<file path="src/sv/qpd_pkg.sv">
`timescale 1ns / 1ps
// ----------------------------------------------------------------------------
// qpd_pkg
// Shared constants, types and helpers of the quoted-printable decoder.
// ----------------------------------------------------------------------------
package qpd_pkg;

  // Characters of interest
  localparam logic [7:0] QPD_EQ = 8'h3D;
  localparam logic [7:0] QPD_CR = 8'h0D;
  localparam logic [7:0] QPD_LF = 8'h0A;

  // Digit conversion offsets and range bound
  localparam logic [7:0] QPD_ALPHA_LO  = 8'h40;
  localparam logic [7:0] QPD_OFS_DIGIT = 8'h30;
  localparam logic [7:0] QPD_OFS_ALPHA = 8'h37;

  // Escape phase codes
  localparam logic [1:0] QPD_PH_PLAIN = 2'd0;
  localparam logic [1:0] QPD_PH_EQ    = 2'd1;
  localparam logic [1:0] QPD_PH_DIG1  = 2'd2;
  localparam logic [1:0] QPD_PH_SOFT  = 2'd3;

  // One decode step's outcome
  typedef struct packed {
    logic       emit;
    logic       has_byte;
    logic       part_done;
    logic [7:0] data;
  } qpd_res_t;

  // Convert an escape character to its nibble value (kept to 8 bits)
  function automatic logic [7:0] qpd_digit(input logic [7:0] c);
    logic [7:0] d;
    if ((c < QPD_ALPHA_LO) || c[7]) begin
      d = c - QPD_OFS_DIGIT;
    end else begin
      d = c - QPD_OFS_ALPHA;
    end
    return d;
  endfunction

  function automatic logic qpd_is_eol(input logic [7:0] c);
    return (c == QPD_CR) || (c == QPD_LF);
  endfunction

endpackage

</file>
<file path="src/sv/quoted_printable_decoder_unit.sv">
`timescale 1ns / 1ps
// ----------------------------------------------------------------------------
// quoted_printable_decoder_unit
// Quoted-printable body decoder: one encoded byte in, at most one decoded
// byte out, with the final item of a body always answered by a closing item.
// ----------------------------------------------------------------------------
//
//   Channel | Ports                                          | Direction
//   --------+------------------------------------------------+----------
//   input   | in_valid, in_ready, in_byte, in_end_of_body    | in
//   result  | out_valid, out_ready, out_byte, out_has_byte,  | out
//           | out_part_done                                  |
//
// One item per cycle unless a stalled result holds it up; an item passes the
// input register, then the result register, with the decode between them.
// Reset (rst_n low, synchronous) empties both registers and returns the
// escape state to plain text.
// A stalled result holds the result register; the input register keeps
// draining items that produce no result, and accepts a new item whenever it
// is empty or moving on in the same cycle.
module quoted_printable_decoder_unit
  import qpd_pkg::*;
(
  input  logic       clk,
  input  logic       rst_n,
  input  logic       in_valid,
  output logic       in_ready,
  input  logic [7:0] in_byte,
  input  logic       in_end_of_body,
  output logic       out_valid,
  input  logic       out_ready,
  output logic [7:0] out_byte,
  output logic       out_has_byte,
  output logic       out_part_done
);

  logic       s1_valid_r, s1_valid_nxt;
  logic [7:0] s1_byte_r;
  logic       s1_last_r;
  logic       out_valid_r, out_valid_nxt;
  logic [7:0] out_byte_r;
  logic       out_has_r;
  logic       out_done_r;
  logic       out_free;
  logic       s1_adv;
  logic       in_take;
  qpd_res_t   res;

  qpd_decode u_decode (
    .clk      (clk),
    .rst_n    (rst_n),
    .step     (s1_adv),
    .cur_byte (s1_byte_r),
    .cur_last (s1_last_r),
    .res      (res)
  );

  // Handshake flow between the two registers
  assign out_free = !out_valid_r || out_ready;
  assign s1_adv   = s1_valid_r && (!res.emit || out_free);
  assign in_ready = !s1_valid_r || s1_adv;
  assign in_take  = in_valid && in_ready;

  always_comb begin
    s1_valid_nxt = s1_valid_r;
    if (in_take) begin
      s1_valid_nxt = 1'b1;
    end else if (s1_adv) begin
      s1_valid_nxt = 1'b0;
    end
  end

  always_comb begin
    out_valid_nxt = out_valid_r;
    if (s1_adv && res.emit) begin
      out_valid_nxt = 1'b1;
    end else if (out_ready) begin
      out_valid_nxt = 1'b0;
    end
  end

  // Hold the input item
  always_ff @(posedge clk) begin
    if (!rst_n) begin
      s1_valid_r <= 1'b0;
    end else begin
      s1_valid_r <= s1_valid_nxt;
    end
  end

  always_ff @(posedge clk) begin
    if (in_take) begin
      s1_byte_r <= in_byte;
      s1_last_r <= in_end_of_body;
    end
  end

  // Load the result item
  always_ff @(posedge clk) begin
    if (!rst_n) begin
      out_valid_r <= 1'b0;
    end else begin
      out_valid_r <= out_valid_nxt;
    end
  end

  always_ff @(posedge clk) begin
    if (s1_adv && res.emit) begin
      out_byte_r <= res.data;
      out_has_r  <= res.has_byte;
      out_done_r <= res.part_done;
    end
  end

  assign out_valid     = out_valid_r;
  assign out_byte      = out_byte_r;
  assign out_has_byte  = out_has_r;
  assign out_part_done = out_done_r;

endmodule

</file>
<file path="src/sv/qpd_decode.sv">
`timescale 1ns / 1ps
// ----------------------------------------------------------------------------
// qpd_decode
// Escape state and per-byte decode logic: updates the state on each step
// and reports whether a result item is produced.
// ----------------------------------------------------------------------------
module qpd_decode
  import qpd_pkg::*;
(
  input  logic       clk,
  input  logic       rst_n,
  input  logic       step,
  input  logic [7:0] cur_byte,
  input  logic       cur_last,
  output qpd_res_t   res
);

  logic [1:0] phase_r, phase_nxt;
  logic [7:0] first_r, first_nxt;
  logic       have;
  logic [7:0] val;

  // Decode the current byte against the escape phase
  always_comb begin
    phase_nxt = phase_r;
    first_nxt = first_r;
    have      = 1'b0;
    val       = 8'h00;
    case (phase_r)
      QPD_PH_EQ: begin
        if (qpd_is_eol(cur_byte)) begin
          phase_nxt = QPD_PH_SOFT;
        end else begin
          first_nxt = qpd_digit(cur_byte);
          phase_nxt = QPD_PH_DIG1;
        end
      end
      QPD_PH_DIG1: begin
        val       = {first_r[3:0], 4'h0} | qpd_digit(cur_byte);
        have      = 1'b1;
        phase_nxt = QPD_PH_PLAIN;
      end
      QPD_PH_SOFT: begin
        if (!qpd_is_eol(cur_byte)) begin
          if (cur_byte == QPD_EQ) begin
            phase_nxt = QPD_PH_EQ;
          end else begin
            val       = cur_byte;
            have      = 1'b1;
            phase_nxt = QPD_PH_PLAIN;
          end
        end
      end
      default: begin
        if (cur_byte == QPD_EQ) begin
          phase_nxt = QPD_PH_EQ;
        end else begin
          val       = cur_byte;
          have      = 1'b1;
          phase_nxt = QPD_PH_PLAIN;
        end
      end
    endcase
    // End of body closes any open escape
    if (cur_last) begin
      phase_nxt = QPD_PH_PLAIN;
      first_nxt = 8'h00;
    end
  end

  assign res.emit      = have | cur_last;
  assign res.has_byte  = have;
  assign res.part_done = cur_last;
  assign res.data      = have ? val : 8'h00;

  // Advance state on each consumed item
  always_ff @(posedge clk) begin
    if (!rst_n) begin
      phase_r <= QPD_PH_PLAIN;
      first_r <= 8'h00;
    end else if (step) begin
      phase_r <= phase_nxt;
      first_r <= first_nxt;
    end
  end

endmodule

</file>
<file path="config.mk">
export PLATFORM = sky130hd
export DESIGN_NAME = quoted_printable_decoder_unit
export DESIGN_NICKNAME = d
export VERILOG_FILES = /design/src/sv/qpd_pkg.sv /design/src/sv/quoted_printable_decoder_unit.sv /design/src/sv/qpd_decode.sv
export SDC_FILE = /design/constraint.sdc
export NUM_CORES = 1
export LEC_CHECK = 0
export ABC_AREA = 0
export BUFFER_PORTS_ARGS = -buffer_cell sky130_fd_sc_hd__buf_2
export CAP_MARGIN = 15
export CORE_MARGIN = 4
export CORE_UTILIZATION = 50
export CTS_CLUSTER_DIAMETER = 80
export DETAILED_ROUTE_END_ITERATION = 7
export PLACE_DENSITY = 0.75
export SYNTH_ARGS = -nofsm -noshare
export SYNTH_HDL_FRONTEND = slang
export SYNTH_SLANG_ARGS = --single-unit
</file>
<file path="constraint.sdc">
create_clock -name clk -period 2.2 [get_ports clk]
set_input_delay 0 -clock clk [delete_from_list [all_inputs] [get_ports clk]]
set_output_delay 0 -clock clk [all_outputs]
set_load 0.005 [all_outputs]
</file>
==> Implementation_results.wiki, run 1 <==
{| class="wikitable"
! Metric !! Value
|-
| Pin count of the biggest net entering global routing || 15
|-
| Clock sink total || 27
|-
| Data required, critical path || 2.20 ns
|-
| Post-synth net total || 166
|-
| Worst voltage drop across the vdd grid || 0.418 mV
|-
| Number of violations of the max-capacitance limit || 0
|-
| Area of the die || 3960 um^2
|-
| Clock Latency Late Sink || 0.33 ns
|-
| Wire length per cell || 16.1 um
|-
| HPWL reported at the end of detailed placement || 2580 um
|-
| Synth top cells by count || nand2_1 (20), edfxtp_1 (19), o21ai_0 (14), ha_1 (10), dfxtp_1 (8)
|-
| Via count of the first global-routing pass || 1221
|-
| Final Hold Violating Endpoints || 0
|-
| Net count of the finished layout || 211
|-
| RR Endpoint || out_byte[4]
|-
| Setup slack after layout || 0.0330 ns
|-
| Core footprint || 2830 um^2
|-
| Fraction of final layout cells with drive strength greater than 1 || 27.8%
|-
| Drt initial violations || 51
|-
| ANT cells || 0
|-
| Async S/R FF share, synth || 0%
|-
| Post-synthesis cell count || 143
|-
| Startpoint of the most critical hold path || out_ready
|-
| Unrepaired setup endpoints after global routing || yes
|-
| Post-synth top area cell || edfxtp_1
|-
| Number of synthesized flops with an enable pin || 19
|-
| Y dimension of the die || 62.9 um
|-
| Number of cells in the design after placement || 200
|-
| Total number of vias || 1230
|-
| Final count of negative-setup-slack endpoints || 0
|-
| Startpoint type of the worst setup path || flop
|-
| Flip-flop and latch count after synthesis || 27
|-
| Status || completed
|-
| Launching point of the worst reg2reg path || s1_byte_r[0]
|-
| Buffer levels on the longest clock path || 2
|-
| First element of the critical path || s1_byte_r[1]
|-
| # port buffers || 24
|-
| GP Congestion || 0.855
|-
| Antenna violation net count after detailed routing || 0
|-
| Cell area after synthesis || 1510 um^2
|-
| Post-route cell area || 1880 um^2
|-
| Leakage Power || 0.727 nW
|-
| Largest fanout of any net on the critical path || 4
|-
| Initial Util || 53.3%
|-
| Gr ovfl total || 0
|-
| Total track usage || 18.6%
|-
| Tightest hold margin || 0.0408 ns
|-
| Clock slew seen by the registers of the worst setup and hold paths || 0.14 ns
|-
| Synth unique cells || 36
|-
| Synth Flop Type || edfxtp_1
|-
| Transition at the pin with the smallest max-transition slack || 0.616 ns
|-
| CTS Buf Count || 3
|-
| Clock skew || 0.00728 ns
|-
| Mean instance size in the synthesized netlist || 10.5 um^2
|-
| Number of antenna violations at the first check in global routing || 0
|-
| Most instantiated library cell after synthesis || nand2_1
|-
| Placed cell area || 1690 um^2
|-
| Hold EP || out_valid
|-
| Worst slew slack as a fraction of its limit || 58.9%
|-
| Yosys synthesis warning count || 0
|-
| Worst Hold Class || in2reg
|-
| Post-route fraction of the period consumed by the critical path || 98.5%
|-
| Setup slack of the most critical reg-to-reg path || 0.09 ns
|-
| Worst reg-to-reg path cell count || 7
|-
| Width of the die || 62.9 um
|-
| Vias per std cell || 5.64
|-
| Dpl ws || -0.0188 ns
|-
| CTS tree || done
|-
| Arrival time at the worst endpoint || 2.17 ns
|-
| Synth-to-layout area growth || 24.5%
|-
| Share of synthesized area occupied by flip-flops and latches || 48.5%
|-
| Instance count along the most critical hold path || 3
|-
| Root buffer selected by CTS || clkbuf_4
|-
| Power Dens Cells || 501 nW/um^2
|-
| Slew Viols, Final || 0
|-
| Category of the most critical setup path || reg2out
|-
| Count of unresolved DRC violations after routing || 0
|-
| Max Clock Freq || 0.461 GHz
|-
| Top Ports || 25
|-
| Count of non-filler cells in the finished layout || 218
|-
| Critical Path End Type || primary output
|-
| Setup Total Neg Slack || 0 ns
|-
| Number of rows in the core area || 19
|-
| First drt pass iteration count || 4
|-
| Final WL || 3510 um
|-
| Most area-consuming cells after synthesis || edfxtp_1 (38%), dfxtp_1 (11%), ha_1 (8.3%)
|-
| Post-layout minimum cycle time || 2.17 ns
|-
| H-tree Lvls || 1
|-
| Fraction of synthesized cell area taken by the top area cell type || 37.8%
|-
| Global-route wire length before repair || 5660 um
|}
==> worst max path at each step <==
stage,slack (ns),cells after the start,end
global placement,0.06,7,out_byte[0]
detailed placement,-0.02,7,out_has_byte
CTS,-0.001,8,in_ready
finish,0.03,8,in_ready
global route,-0.05,8,in_ready
floorplan,0.08,8,s1_byte_r[0]
==> through the flow <==
stage                     util [%]  total power, W
after global placement        59.8        0.000705
after detailed placement      59.8        0.000712
after floorplan                  -        0.000666
after global routing          66.3        0.000978
final                         66.3        0.000940
after CTS                     64.9        0.000937
==> logic make-up after synthesis <==
| family | Yosys count | share of synthesized area (%) |
|---|---|---|
| and+or+nand+nor | 51 | 17.9 |
| AOI/OAI and AO/OA | 33 | 14.9 |
| DFF | 27 | 48.5 |
| buffers and inverters | 12 | 3.73 |
| adders and majority gates | 10 | 8.30 |
| muxes | 7 | 4.98 |
| xor gates and xnor gates | 3 | 1.74 |
==> layer usage <==
| metal | routed length (um) | share of wire (%) | track usage (%) | vias to the layer above |
|---|---|---|---|---|
| met1 | 1440 | 41 | 22.2 | 573 |
| met4 | 100 | 2.8 | 9.64 | 0 |
| met3 | 196 | 5.6 | 1.98 | 9 |
| li1 | - | - | - | 597 |
| met5 | 0 | 0 | 0 | - |
| met2 | 1780 | 51 | 32.7 | 51 |
==> sequential cells by signal (all words and copies together) (netlist names) <==
name	count
out_byte	8
out_has_byte	1
out_part_done	1
out_valid	1
s1_byte_r	8
s1_last_r	1
s1_valid_r	1
u_decode.first_r	4
u_decode.phase_r	2
==> worst max-delay path: stages (launching register included) <==
cell,delay (ns)
edfxtp_1,0.46
inv_1,0.09
ha_1,0.15
mux2_4,0.16
nand4_4,0.11
o211a_4,0.29
or3_4,0.39
nand3_2,0.09
buf_2,0.11
==> layout make-up <==
cell class              count  area [um^2]
repair buffers             45          305
flip-flops and latches     27          736
well taps                  31         38.8
fillers                   221          952
clock buffers               4         26.3
multi-input cells         104          744
inverters                   7         26.3
==> layout by cell type (no fill, tap or decap), drive strengths merged, types with 2 or more instances in the layout <==
cell type | netlist | routed
buf | 3 | 34
nand2 | 20 | 20
edfxtp | 19 | 19
o21ai | 14 | 14
dlygate4sd3 | 0 | 11
ha | 10 | 10
dfxtp | 8 | 8
nor2b | 7 | 7
inv | 7 | 7
nor2 | 6 | 6
a21oi | 6 | 6
mux2i | 6 | 6
and3 | 4 | 4
o31ai | 4 | 4
clkbuf | 2 | 4
nand2b | 3 | 3
xnor2 | 3 | 3
nand3 | 3 | 3
o22ai | 3 | 3
nor3 | 2 | 2
nor3b | 2 | 2
nand4 | 2 | 2
==> power breakdown <==
part,internal (W),switching [W],total (W)
Combinational,0.0000679,0.0000679,0.000136
Clock,0.0000713,0.000146,0.000217
Sequential,0.000568,0.0000191,0.000587
==> timing repair <==
item	in CTS	in global routing
setup buffers	0	3
hold endpoints to repair	15	0
hold buffers	11	0
gates resized for setup	2	6
endpoints found under the setup margin	11	7
pin swaps	0	1
Note: power is estimated with default switching activity, not from simulation.
==> run 2, diff against run 1 <==
--- a/config.mk
+++ b/config.mk
@@ -15,4 +15,5 @@
 export PLACE_DENSITY = 0.75
 export SYNTH_ARGS = -nofsm -noshare
 export SYNTH_HDL_FRONTEND = slang
+export SYNTH_HIERARCHICAL = 1
 export SYNTH_SLANG_ARGS = --single-unit
==> run 2 against run 1 <==
- the flow now finishes with violations (setup timing)
- synthesized area grew 0.75%
- core utilization is 6.5 points higher
- count of clock-buffer cells in the layout stayed put
- critical endpoint is now u_decode/first_r[1]
- maximum frequency fell by 6.6%
- flip-flop and latch count stayed put
- register-to-register slack worse by 0.21 ns
- synthesized cell count fell by 2.8%
- critical path type is now reg2reg
- non-clock buffer count up 16
==> Implementation_results.wiki, run 2 <==
{| class="wikitable"
! Metric !! Value
|-
| Post-synthesis compound-gate area fraction || 14.0%
|-
| Data required, critical path || 2.42 ns
|-
| Worst voltage drop across the vdd grid || 0.367 mV
|-
| Mean instance size in the synthesized netlist || 10.9 um^2
|-
| Leakage Power || 0.895 nW
|-
| Commonest cells after routing, fill and taps aside || buf_4 (24), buf_2 (23), edfxtp_1 (19)
|-
| Synth-to-layout area growth || 35.7%
|-
| Antenna violation net count after detailed routing || 0
|-
| Worst slew slack as a fraction of its limit || 60.4%
|-
| Power Dens Cells || 466 nW/um^2
|-
| Violated checks || setup timing
|-
| Unrepaired setup endpoints after global routing || yes
|-
| Startpoint type of the worst setup path || flop
|-
| Arrival time at the worst endpoint || 2.54 ns
|-
| Grt met2 use || 33.7%
|-
| Buffer levels on the longest clock path || 2
|-
| Footprint of the multi-input gates || 783 um^2
|-
| Net count of the finished layout || 223
|-
| Slew Viols, Final || 0
|-
| Status || finished with violations
|-
| Post-synthesis cell count || 139
|-
| Clock slew seen by the registers of the worst setup and hold paths || 0.14 ns
|-
| Fraction of synthesized cell area in xor and xnor cells || 1.15%
|-
| Core footprint || 2830 um^2
|-
| Y dimension of the die || 63.1 um
|-
| Proportion of synthesized area in mux cells || 5.60%
|-
| Final count of negative-setup-slack endpoints || 16
|-
| Wire length per cell || 16.1 um
|-
| Async S/R FF share, synth || 0%
|-
| H-tree Lvls || 1
|-
| Fraction of final layout cells with drive strength greater than 1 || 36.7%
|-
| Number of synthesized flops with an enable pin || 19
|-
| Global-route met3 utilization || 3.02%
|-
| HPWL reported at the end of detailed placement || 2520 um
|-
| Setup slack after layout || -0.119 ns
|-
| Setup slack of the most critical reg-to-reg path || -0.12 ns
|-
| Gr ovfl total || 0
|-
| Clock skew || 0.00549 ns
|-
| Transition at the pin with the smallest max-transition slack || 0.593 ns
|-
| Most common cell after layout, fill and taps aside || buf_4
|-
| Via count of the first global-routing pass || 1263
|-
| Post-route fraction of the period consumed by the critical path || 105%
|-
| ANT cells || 0
|-
| Number of violations of the max-capacitance limit || 0
|-
| Post-layout minimum cycle time || 2.32 ns
|-
| Clock sink total || 27
|-
| Total track usage || 18.8%
|-
| Global-route wire length before repair || 5860 um
|-
| CTS Buf Count || 3
|-
| Number of antenna violations at the first check in global routing || 0
|-
| First drt pass iteration count || 4
|-
| Most instantiated library cell after synthesis || edfxtp_1
|-
| Cell area after synthesis || 1520 um^2
|-
| Count of unresolved DRC violations after routing || 0
|-
| # port buffers || 24
|-
| Final Core Density || 72.9%
|-
| Most area-consuming cells after synthesis || edfxtp_1 (38%), dfxtp_1 (11%), ha_1 (8.2%)
|-
| Pin count of the biggest net entering global routing || 15
|-
| Final Hold Violating Endpoints || 0
|-
| Post-synth top area cell || edfxtp_1
|-
| Setup Total Neg Slack || -1.57 ns
|-
| Max Clock Freq || 0.431 GHz
|-
| Category of the most critical setup path || reg2reg
|-
| Drt initial violations || 32
|-
| Flip-flop and latch count after synthesis || 27
|-
| Sw frac || 24.1%
|-
| Number of rows in the core area || 19
|-
| Net switching power || 0.000232 W
|-
| CTS tree || done
|-
| Share of synthesized area occupied by flip-flops and latches || 48.1%
|-
| Worst Hold Class || in2reg
|-
| Top Ports || 25
|-
| Critical Path End Type || flop
|-
| Clk pwr share || 22.2%
|-
| Clock Latency Late Sink || 0.32 ns
|-
| Top Usage Layer GRT || met2
|-
| Vias per std cell || 5.50
|-
| Total number of vias || 1266
|-
| Initial Util || 53.7%
|-
| Width of the die || 63.1 um
|-
| Fraction of synthesized cell area taken by the top area cell type || 37.6%
|-
| Filler cell count || 181
|-
| Met1 layer usage reported by global route || 22.3%
|-
| Final WL || 3700 um
|-
| Area of the die || 3980 um^2
|-
| Synth Flop Type || edfxtp_1
|-
| Post-synth net total || 162
|-
| Yosys synthesis warning count || 6
|-
| Combinational cell fraction of total power || 17.0%
|-
| Synth top cells by count || edfxtp_1 (19), nand2_1 (14), o21ai_0 (13), ha_1 (10), inv_1 (9)
|-
| Sequential share of power || 60.7%
|-
| GP Congestion || 0.912
|-
| Synth unique cells || 42
|-
| Post-route total power || 0.000961 W
|-
| Combinational family with the most area after synthesis || simple AND/OR/NAND/NOR gates
|-
| Largest fanout of any net on the critical path || 5
|-
| Adder and majority cell fraction of the synthesized area || 8.24%
|-
| Post-synthesis share of cell area spent on and, or, nand and nor gates || 18.4%
|-
| Internal portion of total power || 0.000729 W
|-
| Tightest hold margin || 0.0275 ns
|-
| Area occupied by registers || 732 um^2
|-
| Root buffer selected by CTS || clkbuf_4
|}
run 2: what timing repair did:
item	4_1_cts	5_1_grt
gates cloned	0	1
endpoints found under the setup margin	6	26
endpoints found under the hold margin	11	0
setup buffers	4	6
hold buffers	11	0
resized for setup	3	8
pin swaps	1	2
run 2: cells by family after synthesis:
group                    Yosys count
AND/OR/NAND/NOR                   46
XOR/XNOR                           2
flip-flops                        27
adder cells (fa/ha/maj)           10
buffers and inverters             15
multiplexers                       8
AO/OA/AOI/OAI                     31
run 2: path summary, 6_finish.rpt:
check | start | end | cells past startpoint
worst max register to register | s1_byte_r[0] | u_decode/first_r[1] | 10
worst min register to register | u_decode/first_r[3] | u_decode/first_r[3] | 2
worst min-delay path | rst_n | out_valid | 2
worst max-delay path | s1_byte_r[0] | u_decode/first_r[1] | 10
run 2: stage by stage:
stage / instance area (um^2) / instances / setup WS, ns
after global routing: 2060 / 230 / -0.194
after CTS: 1980 / 223 / -0.0467
after detailed placement: 1800 / 204 / -0.0925
after floorplan: 1550 / 139 / -0.0796
after global placement: 1800 / 204 / 0.0278
final: 2060 / 230 / -0.119
run 2: power groups by stage:
stage / Combinational, W / Clock, W / Sequential [W]
6_report: 0.000164 / 0.000214 / 0.000584
5_1_grt: 0.000179 / 0.000248 / 0.000586
4_1_cts: 0.000147 / 0.000214 / 0.000584
3_5_place_dp: 0.000129 / 0 / 0.000595
3_3_place_gp: 0.000126 / 0 / 0.000595
2_1_floorplan: 0.0000689 / 0 / 0.000598
run 2: routing by layer:
layer	up-vias	routed length [um]
met5	-	0
met4	0	61
met3	6	148
met2	38	1930
met1	602	1560
li1	620	-
run 2: cell type report:
cell class              count  share of cell area, %
multi-input cells          98                   38.0
flip-flops and latches     27                   35.5
repair buffers             61                   21.7
well taps                  31                   1.88
inverters                   9                   1.64
clock buffers               4                   1.27
run 2: worst max-delay path, stage by stage, from the launching register on:
cell	delay, ns
edfxtp_1	0.45
inv_2	0.11
ha_4	0.14
mux2_4	0.14
nand4b_1	0.16
and3_4	0.23
or3_4	0.35
a21boi_4	0.25
and2_4	0.19
a31oi_4	0.05
mux2i_1	0.14
